--- config.mk ---
export PLATFORM = sky130hd
export DESIGN_NAME = c_subset_lexer_unit_flat
export DESIGN_NICKNAME = d
export VERILOG_FILES = /design/src/sv/csl_pkg.sv /design/src/sv/csl_in_if.sv /design/src/sv/csl_out_if.sv /design/src/sv/csl_queue.sv /design/src/sv/csl_front.sv /design/src/sv/csl_back.sv /design/src/sv/c_subset_lexer_unit.sv /design/src/flat_wrapper.sv
export VERILOG_INCLUDE_DIRS = /design/src /design/src/sv
export SDC_FILE = /design/constraint.sdc
export NUM_CORES = 1
export LEC_CHECK = 0
export ABC_AREA = 1
export BUFFER_PORTS_ARGS = -buffer_cell sky130_fd_sc_hd__buf_2
export CAP_MARGIN = 30
export CORE_UTILIZATION = 57
export DETAILED_ROUTE_END_ITERATION = 7
export HOLD_SLACK_MARGIN = 0.06
export PLACE_DENSITY_LB_ADDON = 0.25
export SYNTH_ARGS = -nofsm -noshare
export SYNTH_HDL_FRONTEND = slang
export SYNTH_SLANG_ARGS = --single-unit
export TNS_END_PERCENT = 100
--- constraint.sdc ---
create_clock -name clk -period 9.35 [get_ports clk]
set_input_delay 1.87 -clock clk [delete_from_list [all_inputs] [get_ports clk]]
set_output_delay 1.87 -clock clk [all_outputs]
set_load 0.005 [all_outputs]
--- src/sv/c_subset_lexer_unit_assert.svh ---
// Assertion macros for the C subset lexer unit.
`ifndef C_SUBSET_LEXER_UNIT_ASSERT_SVH
`define C_SUBSET_LEXER_UNIT_ASSERT_SVH

`ifndef SYNTHESIS

`define CSL_ASSERT_IMPL(label, clk, rst_n, ante, cons) \
label: assert property (@(posedge clk) disable iff (!rst_n) (ante) |-> (cons)) \
else $error("Lexer check failed in the same cycle.");

`define CSL_ASSERT_NEXT(label, clk, rst_n, ante, cons) \
label: assert property (@(posedge clk) disable iff (!rst_n) (ante) |=> (cons)) \
else $error("Lexer check failed in the following cycle.");

`else

`define CSL_ASSERT_IMPL(label, clk, rst_n, ante, cons)

`define CSL_ASSERT_NEXT(label, clk, rst_n, ante, cons)

`endif

`endif

--- src/sv/csl_pkg.sv ---
// Shared types, codes and helper functions of the C subset lexer.
package csl_pkg;

	localparam int OFFSET_WIDTH = 16;
	localparam int QUEUE_DEPTH = 4;
	localparam int QPTR_W = $clog2(QUEUE_DEPTH);
	localparam int QCNT_W = $clog2(QUEUE_DEPTH + 1);

	typedef logic [OFFSET_WIDTH-1:0] pos_t;

	localparam pos_t POS_MAX = '1;

	localparam logic [2:0] KIND_RESERVED = 3'd0;
	localparam logic [2:0] KIND_IDENT = 3'd1;
	localparam logic [2:0] KIND_NUMBER = 3'd2;
	localparam logic [2:0] KIND_END = 3'd3;
	localparam logic [2:0] KIND_ERROR = 3'd4;

	localparam logic [1:0] MODE_NONE = 2'd0;
	localparam logic [1:0] MODE_OPER = 2'd1;
	localparam logic [1:0] MODE_NUMBER = 2'd2;
	localparam logic [1:0] MODE_RETURN = 2'd3;

	localparam logic [7:0] CH_NUL = 8'h00;
	localparam logic [7:0] CH_SPACE = 8'h20;
	localparam logic [7:0] CH_BANG = 8'h21;
	localparam logic [7:0] CH_LT = 8'h3C;
	localparam logic [7:0] CH_EQ = 8'h3D;
	localparam logic [7:0] CH_GT = 8'h3E;
	localparam logic [7:0] CH_UNDER = 8'h5F;
	localparam logic [7:0] CH_E = 8'h65;
	localparam logic [7:0] CH_R = 8'h72;

	localparam logic [2:0] KW_LEN = 3'd6;

	typedef struct packed {
		logic valid;
		logic [2:0] kind;
		logic [7:0] c1;
		logic [7:0] c2;
		pos_t start;
		logic [15:0] len;
	} tok_t;

	// One input byte's worth of work: keyword letters, then token A, then token B.
	typedef struct packed {
		logic [2:0] letters;
		pos_t letter_base;
		tok_t tok_a;
		logic [63:0] value;
		tok_t tok_b;
	} desc_t;

	typedef struct packed {
		logic full;
		logic empty;
		logic [QCNT_W-1:0] count;
	} qstat_t;

	function automatic logic [7:0] kw_char(input logic [2:0] idx);
		logic [7:0] ch;
		case (idx)
			3'd0: ch = 8'h72;
			3'd1: ch = 8'h65;
			3'd2: ch = 8'h74;
			3'd3: ch = 8'h75;
			3'd4: ch = 8'h72;
			3'd5: ch = 8'h6E;
			default: ch = CH_NUL;
		endcase
		return ch;
	endfunction

	function automatic pos_t pos_sat_add(input pos_t p, input logic [2:0] n);
		logic [OFFSET_WIDTH:0] s;
		s = {1'b0, p} + {{(OFFSET_WIDTH - 2){1'b0}}, n};
		return s[OFFSET_WIDTH] ? POS_MAX : s[OFFSET_WIDTH-1:0];
	endfunction

	function automatic logic [15:0] to_field16(input pos_t p);
		logic [31:0] w;
		w = 32'(p);
		return w[15:0];
	endfunction

endpackage

--- src/sv/csl_in_if.sv ---
// Input channel of the lexer: one text byte per item.
interface csl_in_if;
	logic valid;
	logic ready;
	logic [7:0] char_code;

	modport source(output valid, output char_code, input ready);
	modport sink(input valid, input char_code, output ready);
endinterface

--- src/sv/csl_out_if.sv ---
// Output channel of the lexer: one token result per item.
interface csl_out_if;
	logic valid;
	logic ready;
	logic [2:0] token_kind;
	logic [7:0] first_char;
	logic [7:0] second_char;
	logic [15:0] token_start;
	logic [15:0] token_length;
	logic [63:0] number_value;
	logic last_in_burst;

	modport source(output valid, output token_kind, output first_char, output second_char,
		output token_start, output token_length, output number_value,
		output last_in_burst, input ready);
	modport sink(input valid, input token_kind, input first_char, input second_char,
		input token_start, input token_length, input number_value,
		input last_in_burst, output ready);
endinterface

--- src/sv/csl_queue.sv ---
// Short queue of work descriptors between the lexer front and back.
module csl_queue import csl_pkg::*; (
	input logic clk,
	input logic arst_n,
	input logic push,
	input desc_t wr_desc,
	input logic pop,
	output desc_t rd_desc,
	output qstat_t stat
);

	desc_t mem_q [QUEUE_DEPTH];
	logic [QPTR_W-1:0] wr_ptr_q;
	logic [QPTR_W-1:0] rd_ptr_q;
	logic [QCNT_W-1:0] count_q;

	function automatic logic [QPTR_W-1:0] ptr_inc(input logic [QPTR_W-1:0] p);
		return (p == QPTR_W'(QUEUE_DEPTH - 1)) ? '0 : p + QPTR_W'(1);
	endfunction

	always_ff @(posedge clk) begin
		if (push) begin
			mem_q[wr_ptr_q] <= wr_desc;
		end
	end

	always_ff @(posedge clk or negedge arst_n) begin
		if (!arst_n) begin
			wr_ptr_q <= '0;
			rd_ptr_q <= '0;
			count_q <= '0;
		end else begin
			if (push) begin
				wr_ptr_q <= ptr_inc(wr_ptr_q);
			end
			if (pop) begin
				rd_ptr_q <= ptr_inc(rd_ptr_q);
			end
			if (push && !pop) begin
				count_q <= count_q + QCNT_W'(1);
			end else if (pop && !push) begin
				count_q <= count_q - QCNT_W'(1);
			end
		end
	end

	assign rd_desc = mem_q[rd_ptr_q];
	assign stat.full = (count_q == QCNT_W'(QUEUE_DEPTH));
	assign stat.empty = (count_q == '0);
	assign stat.count = count_q;

endmodule

--- src/sv/csl_front.sv ---
// Lexer front: accepts text bytes, tracks pending tokens and builds work descriptors.
module csl_front import csl_pkg::*; (
	input logic clk,
	input logic arst_n,
	csl_in_if.sink char_in,
	input logic q_full,
	output logic push,
	output desc_t desc
);

	pos_t pos_q;
	logic [1:0] mode_q;
	logic [2:0] prefix_q;
	logic [7:0] pend_char_q;
	logic [63:0] acc_q;
	pos_t start_q;
	logic discard_q;

	pos_t pos_d;
	logic [1:0] mode_d;
	logic [2:0] prefix_d;
	logic [7:0] pend_char_d;
	logic [63:0] acc_d;
	pos_t start_d;
	logic discard_d;

	logic [7:0] c;
	logic accept;
	logic absorbed;
	logic [67:0] acc_sum;
	logic [63:0] acc_step;

	function automatic logic is_digit(input logic [7:0] ch);
		return (ch >= 8'h30) && (ch <= 8'h39);
	endfunction

	function automatic logic is_lower(input logic [7:0] ch);
		return (ch >= 8'h61) && (ch <= 8'h7A);
	endfunction

	function automatic logic is_word(input logic [7:0] ch);
		return is_lower(ch) || ((ch >= 8'h41) && (ch <= 8'h5A)) || is_digit(ch)
			|| (ch == CH_UNDER);
	endfunction

	function automatic logic is_space(input logic [7:0] ch);
		return ((ch >= 8'h09) && (ch <= 8'h0D)) || (ch == CH_SPACE);
	endfunction

	function automatic logic is_punct(input logic [7:0] ch);
		return ((ch >= 8'h21) && (ch <= 8'h2F)) || ((ch >= 8'h3A) && (ch <= 8'h40))
			|| ((ch >= 8'h5B) && (ch <= 8'h60)) || ((ch >= 8'h7B) && (ch <= 8'h7E));
	endfunction

	assign c = char_in.char_code;
	assign char_in.ready = !q_full;
	assign accept = char_in.valid && !q_full;

	// Saturating acc * 10 + digit, built from two shifted copies.
	assign acc_sum = {1'b0, acc_q, 3'b000} + {3'b000, acc_q, 1'b0} + {64'd0, c[3:0]};
	assign acc_step = (|acc_sum[67:64]) ? '1 : acc_sum[63:0];

	always_comb begin
		pos_d = pos_q;
		mode_d = mode_q;
		prefix_d = prefix_q;
		pend_char_d = pend_char_q;
		acc_d = acc_q;
		start_d = start_q;
		discard_d = discard_q;
		desc = '0;
		desc.letter_base = start_q;
		absorbed = 1'b0;

		if (discard_q) begin
			absorbed = 1'b1;
		end else begin
			unique case (mode_q)
				MODE_OPER: begin
					mode_d = MODE_NONE;
					desc.tok_a.valid = 1'b1;
					desc.tok_a.kind = KIND_RESERVED;
					desc.tok_a.c1 = pend_char_q;
					desc.tok_a.start = start_q;
					if (c == CH_EQ) begin
						desc.tok_a.c2 = CH_EQ;
						desc.tok_a.len = 16'd2;
						absorbed = 1'b1;
					end else begin
						desc.tok_a.len = 16'd1;
					end
				end
				MODE_NUMBER: begin
					if (is_digit(c)) begin
						acc_d = acc_step;
						absorbed = 1'b1;
					end else begin
						desc.tok_a.valid = 1'b1;
						desc.tok_a.kind = KIND_NUMBER;
						desc.tok_a.start = start_q;
						desc.tok_a.len = to_field16(pos_q - start_q);
						desc.value = acc_q;
						acc_d = '0;
						mode_d = MODE_NONE;
					end
				end
				MODE_RETURN: begin
					if ((prefix_q != 3'd0) && (prefix_q < KW_LEN) && (c == kw_char(prefix_q))) begin
						prefix_d = prefix_q + 3'd1;
						absorbed = 1'b1;
					end else begin
						mode_d = MODE_NONE;
						prefix_d = '0;
						if (prefix_q >= KW_LEN) begin
							if (is_word(c)) begin
								desc.letters = KW_LEN;
							end else begin
								desc.tok_a.valid = 1'b1;
								desc.tok_a.kind = KIND_RESERVED;
								desc.tok_a.c1 = CH_R;
								desc.tok_a.c2 = CH_E;
								desc.tok_a.start = start_q;
								desc.tok_a.len = 16'd6;
							end
						end else if (prefix_q == 3'd5) begin
							if (c == CH_E) begin
								// The second r of the prefix starts a new match.
								desc.letters = 3'd4;
								start_d = pos_sat_add(start_q, 3'd4);
								mode_d = MODE_RETURN;
								prefix_d = 3'd2;
								absorbed = 1'b1;
							end else begin
								desc.letters = 3'd5;
							end
						end else begin
							desc.letters = prefix_q;
						end
					end
				end
				MODE_NONE: begin
				end
			endcase

			if (!absorbed) begin
				if (c == CH_NUL) begin
					desc.tok_b.valid = 1'b1;
					desc.tok_b.kind = KIND_END;
					desc.tok_b.start = pos_q;
				end else if (is_space(c)) begin
				end else if ((c == CH_EQ) || (c == CH_BANG) || (c == CH_LT) || (c == CH_GT)) begin
					mode_d = MODE_OPER;
					pend_char_d = c;
					start_d = pos_q;
				end else if (is_digit(c)) begin
					mode_d = MODE_NUMBER;
					acc_d = {60'd0, c[3:0]};
					start_d = pos_q;
				end else if (c == CH_R) begin
					mode_d = MODE_RETURN;
					prefix_d = 3'd1;
					start_d = pos_q;
				end else if (is_lower(c)) begin
					desc.tok_b.valid = 1'b1;
					desc.tok_b.kind = KIND_IDENT;
					desc.tok_b.c1 = c;
					desc.tok_b.start = pos_q;
					desc.tok_b.len = 16'd1;
				end else if (is_punct(c)) begin
					desc.tok_b.valid = 1'b1;
					desc.tok_b.kind = KIND_RESERVED;
					desc.tok_b.c1 = c;
					desc.tok_b.start = pos_q;
					desc.tok_b.len = 16'd1;
				end else begin
					desc.tok_b.valid = 1'b1;
					desc.tok_b.kind = KIND_ERROR;
					desc.tok_b.start = pos_q;
					discard_d = 1'b1;
				end
			end
		end

		if (c == CH_NUL) begin
			pos_d = '0;
			mode_d = MODE_NONE;
			prefix_d = '0;
			pend_char_d = '0;
			acc_d = '0;
			start_d = '0;
			discard_d = 1'b0;
		end else if (!discard_q) begin
			pos_d = pos_sat_add(pos_q, 3'd1);
		end
	end

	assign push = accept && ((desc.letters != 3'd0) || desc.tok_a.valid || desc.tok_b.valid);

	always_ff @(posedge clk or negedge arst_n) begin
		if (!arst_n) begin
			pos_q <= '0;
			mode_q <= MODE_NONE;
			prefix_q <= '0;
			pend_char_q <= '0;
			acc_q <= '0;
			start_q <= '0;
			discard_q <= 1'b0;
		end else if (accept) begin
			pos_q <= pos_d;
			mode_q <= mode_d;
			prefix_q <= prefix_d;
			pend_char_q <= pend_char_d;
			acc_q <= acc_d;
			start_q <= start_d;
			discard_q <= discard_d;
		end
	end

endmodule

--- src/sv/csl_back.sv ---
// Lexer back: expands descriptors into token results, one per unstalled cycle.
module csl_back import csl_pkg::*; (
	input logic clk,
	input logic arst_n,
	input desc_t head,
	input logic q_empty,
	output logic pop,
	csl_out_if.source token_out
);

	logic [2:0] idx_q;
	logic out_valid_q;
	logic [2:0] kind_q;
	logic [7:0] c1_q;
	logic [7:0] c2_q;
	logic [15:0] start_q;
	logic [15:0] len_q;
	logic [63:0] value_q;
	logic last_q;

	logic load;
	logic last;
	logic [3:0] total;
	logic [2:0] kind;
	logic [7:0] c1;
	logic [7:0] c2;
	pos_t start;
	logic [15:0] len;
	logic [63:0] value;

	assign load = !q_empty && (!out_valid_q || token_out.ready);
	assign total = 4'(head.letters) + 4'(head.tok_a.valid) + 4'(head.tok_b.valid);
	assign last = (({1'b0, idx_q} + 4'd1) == total);
	assign pop = load && last;

	always_comb begin
		value = '0;
		if (idx_q < head.letters) begin
			kind = KIND_IDENT;
			c1 = kw_char(idx_q);
			c2 = CH_NUL;
			start = pos_sat_add(head.letter_base, idx_q);
			len = 16'd1;
		end else if ((idx_q == head.letters) && head.tok_a.valid) begin
			kind = head.tok_a.kind;
			c1 = head.tok_a.c1;
			c2 = head.tok_a.c2;
			start = head.tok_a.start;
			len = head.tok_a.len;
			value = head.value;
		end else begin
			kind = head.tok_b.kind;
			c1 = head.tok_b.c1;
			c2 = head.tok_b.c2;
			start = head.tok_b.start;
			len = head.tok_b.len;
		end
	end

	always_ff @(posedge clk or negedge arst_n) begin
		if (!arst_n) begin
			idx_q <= '0;
			out_valid_q <= 1'b0;
		end else begin
			if (load) begin
				idx_q <= last ? 3'd0 : idx_q + 3'd1;
				out_valid_q <= 1'b1;
			end else if (token_out.ready) begin
				out_valid_q <= 1'b0;
			end
		end
	end

	always_ff @(posedge clk) begin
		if (load) begin
			kind_q <= kind;
			c1_q <= c1;
			c2_q <= c2;
			start_q <= to_field16(start);
			len_q <= len;
			value_q <= value;
			last_q <= last;
		end
	end

	assign token_out.valid = out_valid_q;
	assign token_out.token_kind = kind_q;
	assign token_out.first_char = c1_q;
	assign token_out.second_char = c2_q;
	assign token_out.token_start = start_q;
	assign token_out.token_length = len_q;
	assign token_out.number_value = value_q;
	assign token_out.last_in_burst = last_q;

endmodule

--- src/sv/c_subset_lexer_unit.sv ---
// Top level of the C subset lexer: front, descriptor queue and back.
//
//   Channel     Direction  Item
//   char_in     in         one text byte, char_code 0 ends the text
//   token_out   out        one token result, last_in_burst on the last per byte
//
// The front takes one byte per cycle as long as the four-entry descriptor queue
// has room. The back delivers one result per cycle while token_out is ready,
// and a byte yields up to seven results. A result passes through the descriptor
// queue and the output register. Reset clears the lexer state, the queue
// pointers and count, and the output valid flag at once. A stall on token_out
// fills the queue and then drops char_in.ready.
`include "c_subset_lexer_unit_assert.svh"

module c_subset_lexer_unit import csl_pkg::*; (
	input logic clk,
	input logic arst_n,
	csl_in_if.sink char_in,
	csl_out_if.source token_out
);

	desc_t wr_desc;
	desc_t rd_desc;
	logic push;
	logic pop;
	qstat_t qs;

	csl_front u_front (
		.clk(clk),
		.arst_n(arst_n),
		.char_in(char_in),
		.q_full(qs.full),
		.push(push),
		.desc(wr_desc)
	);

	csl_queue u_queue (
		.clk(clk),
		.arst_n(arst_n),
		.push(push),
		.wr_desc(wr_desc),
		.pop(pop),
		.rd_desc(rd_desc),
		.stat(qs)
	);

	csl_back u_back (
		.clk(clk),
		.arst_n(arst_n),
		.head(rd_desc),
		.q_empty(qs.empty),
		.pop(pop),
		.token_out(token_out)
	);

	`CSL_ASSERT_IMPL(a_push_has_room, clk, arst_n, push, !qs.full)
	`CSL_ASSERT_IMPL(a_pop_has_item, clk, arst_n, pop, !qs.empty)
	`CSL_ASSERT_NEXT(a_count_up, clk, arst_n, push && !pop, qs.count == $past(qs.count) + QCNT_W'(1))
	`CSL_ASSERT_NEXT(a_count_down, clk, arst_n, pop && !push, qs.count == $past(qs.count) - QCNT_W'(1))

endmodule

--- src/flat_wrapper.sv ---
// flat-port wrapper written by rule: the top's interface ports become plain ports
module c_subset_lexer_unit_flat import csl_pkg::*;
  (clk, arst_n, char_in_valid, char_in_char_code, char_in_ready, token_out_valid, token_out_token_kind, token_out_first_char, token_out_second_char, token_out_token_start, token_out_token_length, token_out_number_value, token_out_last_in_burst, token_out_ready);
  csl_in_if char_in_i ();
  csl_out_if token_out_i ();
  input logic clk;
  input logic arst_n;
  input wire logic [$bits(char_in_i.valid)-1:0] char_in_valid;
  input wire logic [$bits(char_in_i.char_code)-1:0] char_in_char_code;
  output wire logic [$bits(char_in_i.ready)-1:0] char_in_ready;
  output wire logic [$bits(token_out_i.valid)-1:0] token_out_valid;
  output wire logic [$bits(token_out_i.token_kind)-1:0] token_out_token_kind;
  output wire logic [$bits(token_out_i.first_char)-1:0] token_out_first_char;
  output wire logic [$bits(token_out_i.second_char)-1:0] token_out_second_char;
  output wire logic [$bits(token_out_i.token_start)-1:0] token_out_token_start;
  output wire logic [$bits(token_out_i.token_length)-1:0] token_out_token_length;
  output wire logic [$bits(token_out_i.number_value)-1:0] token_out_number_value;
  output wire logic [$bits(token_out_i.last_in_burst)-1:0] token_out_last_in_burst;
  input wire logic [$bits(token_out_i.ready)-1:0] token_out_ready;
  assign char_in_i.valid = char_in_valid;
  assign char_in_i.char_code = char_in_char_code;
  assign char_in_ready = char_in_i.ready;
  assign token_out_valid = token_out_i.valid;
  assign token_out_token_kind = token_out_i.token_kind;
  assign token_out_first_char = token_out_i.first_char;
  assign token_out_second_char = token_out_i.second_char;
  assign token_out_token_start = token_out_i.token_start;
  assign token_out_token_length = token_out_i.token_length;
  assign token_out_number_value = token_out_i.number_value;
  assign token_out_last_in_burst = token_out_i.last_in_burst;
  assign token_out_i.ready = token_out_ready;
  c_subset_lexer_unit u_core (.clk(clk), .arst_n(arst_n), .char_in(char_in_i), .token_out(token_out_i));
endmodule
==> flow_summary.toml <==
[outcome]
status = "complete, no violations"

[sta]
tns_ns = 0
period_share_pct = 63.4
final-hold-violation-count = 0
hold_slack_ns = 0.490
drv_slew = 0
maxSlewHeadroom_pct = 33.1
rsz0062_at_grt = "false"
tightest_slew_ns = 1.00
finalCriticalPeriod_ns = 5.93
skew_ns = 0.0188
setup_viol = 0
fin_ws_ns = 3.42
clock.fmax_mhz = 169

[synthesis]
synth_common_cells = "nand2_1 (1,287), nor2_1 (763), edfxtp_1 (739)"
synth.most_common_cell = "nand2_1"
yosysTopAreaCell = "edfxtp_1"
synth-edff-count = 739
yosysSeqAreaShare_pct = 56.7
yosysTopAreaCellShare_pct = 49.9
synth-async-reset-ratio_pct = 14.1
netlist_area_um2 = 44500
ys_types = 58
yosys_warnings = 0
syn_area_per_cell_um2 = 9.05
synthTopCellsByArea = "edfxtp_1 (50%), nand2_1 (11%), dfrtp_1 (6.8%), nor2_1 (6.4%), ha_1 (4.7%)"
synth_ff_type = "edfxtp_1"
synth_seq_cells = 860
syn-instance-count = 4917

[floorplan]
row_count = 102
num_io_pins = 130
core-area_um2 = 77300
die_x_um = 281
die_h_um = 281
dieArea_um2 = 79200
initial_core_util_pct = 57.5

[setup_path]
crit_arrival_ns = 6.20
critPathKind = "primary input to flop"
reg2reg_from = "u_core.u_front.prefix_q[1]"
crit_start = "char_in_char_code[1]"
ff2ff_setup_slack_ns = 3.48
crit_path_start_kind = "primary input"
reg2regPathDepth = 19
worstPathMaxFanout = 50
crit_required_ns = 9.62
reg2reg_to = "u_core.u_queue.mem_q[0][98]"
end_kind = "flop"

[cts]
cts-root-buf = "clkbuf_16"
cts_tree = "built"
numCtsBuffers = 88
clock_path_buffers = 3
path_clk_slew_ns = 0.07
holdBufCountCts = 0
post_cts_resized = 0
clock_latency_ns = 0.65
cts.sinks = 860
cts_setup_buffers = 0
htreeDepth = 3

[final_layout]
final_cell_area_um2 = 49000
num-nets-final = 5173
fillers = 6372
syn_to_final_growth_pct = 10.2
finalNonFillerCells = 6106
final_core_util_pct = 63.4
layout-drive-gt1-share_pct = 8.12

[worst_hold_path]
hold_path_class = "flop to flop"
hold_start = "u_core.u_front.pend_char_q[7]"
min_to = "u_core.u_front.pend_char_q[7]"
holdPathStages = 2

[routing]
via_per_inst = 5.62
drc = 0
drt_iter0_markers = 3071
first_pass_iters = 7
num_vias = 34300
wl_per_cell_um = 18.9
drt-total-wl_mm = 116
antenna_left = 0

[power_and_ir_drop]
peakVddDrop_uv = 178
power_density_nw_per_um2 = 242
leakage_nw = 20.8
power_mw = 11.9

[global_route]
grt_pass1_wl_mm = 180
grt.total_usage_pct = 29.3
first_global_vias = 33100
grt-ovfl-total = 0
antenna_found_initial = 8
grt_max_degree = 140

[placed_design]
dp_hpwl_mm = 76.4
numPlacedInstances = 5932
pre_cts_slack_ns = 2.58
portBuffers = 127
post_dp_cell_area_um2 = 45900
gp_congestion = 1.01

[run]
maxCapViolations = 0
==> metal layers <==
layer / vias to the layer above / wire [µm] / track usage [%]
met5: - / 51 / 0
met4: 8 / 4620 / 12.3
met3: 261 / 7230 / 3.60
met2: 1215 / 56900 / 50.8
met1: 16300 / 46800 / 37.2
li1: 16500 / - / -
==> registers in the layout (all words and copies together), names as in the netlist, 3 cells and up <==
name	count
u_core.u_back.token_out.token_length	16
u_core.u_front.start_q	16
u_core.u_front.prefix_q	3
u_core.u_queue.mem_q	628
u_core.u_back.token_out.first_char	8
u_core.u_front.pos_q	16
u_core.u_back.token_out.token_kind	3
u_core.u_back.idx_q	3
u_core.u_back.token_out.token_start	16
u_core.u_front.pend_char_q	8
u_core.u_back.token_out.number_value	64
u_core.u_front.acc_q	64
u_core.u_back.token_out.second_char	3
u_core.u_queue.count_q	3
==> how the worst max path moves through the flow <==
stage	endpoint	slack, ns
detailed placement	u_core.u_queue.mem_q[1][55]	2.58
floorplan	u_core.u_queue.mem_q[0][0]	-1.13
global route	u_core.u_queue.mem_q[0][103]	3.12
finish	u_core.u_queue.mem_q[0][98]	3.42
global placement	u_core.u_queue.mem_q[1][55]	2.69
CTS	u_core.u_queue.mem_q[1][177]	3.24
==> critical path, stage by stage <==
cell and delay (ns):
buf_2 0.12, inv_2 0.10, nand2_1 0.19, nor3_4 0.16
inv_2 0.08, nor2_1 0.05, nand2_1 0.12, nand2_2 0.08
nand2_4 0.11, nand3_2 0.15, inv_2 0.09, nand2_1 0.50
nand3_1 0.38, nand2_2 0.22, nor2_4 0.64, buf_4 0.55
buf_4 0.69
==> layout by cell type (no fill, tap or decap), drive strengths merged, types with 4 or more instances in the layout <==
master    synthesis  final
ha              168    168
nand2          1303   1303
inv             484    489
xor2             36     36
nand3b           10     10
conb              1      6
nor4              4      4
dfrtp           121    121
nand3           211    211
nand4            29     29
clkinv            4     28
o221ai            5      5
and2              6      6
a21oi           215    215
a32oi             5      5
o21bai           19     19
o22ai            64     64
a32o              6      6
edfxtp          739    739
a31oi             5      5
o31ai             4      4
nor2            781    781
clkinvlp          0      5
nor3             46     46
bufinv            0     11
clkbuf          123    121
buf              69    167
o21ai           387    387
xnor2            42     42
fa                6      6
==> final cells by class <==
| class | instances | area, µm² | share of cell area [%] |
|---|---|---|---|
| flip-flops and latches | 860 | 25200 | 51.4 |
| clock inverters | 45 | 563 | 1.15 |
| diodes | 3 | 7.51 | 0.0153 |
| inverters | 488 | 1850 | 3.76 |
| repair buffers | 167 | 1060 | 2.16 |
| multi-input cells | 3382 | 16600 | 33.8 |
| clock buffers | 121 | 2440 | 4.97 |
| well taps | 1040 | 1300 | 2.65 |
==> where the power goes <==
| part | internal (mW) | leakage [nW] | switching, mW |
|---|---|---|---|
| Combinational | 1.06 | 11.4 | 2.44 |
| Sequential | 4.49 | 7.86 | 0.257 |
| Clock | 2.14 | 1.46 | 1.48 |
==> cells by family after synthesis <==
logic type               count (synthesis)  synth area share (%)
AO/OA/AOI/OAI                          727                  8.78
flip-flops                             860                  56.7
AND/OR/NAND/NOR                       2397                  21.8
other                                    1               0.00843
XOR/XNOR                                78                  1.54
buffers and inverters                  680                  6.18
adder cells (fa/ha/maj)                174                  4.99
(Power assumes the default switching activity.)
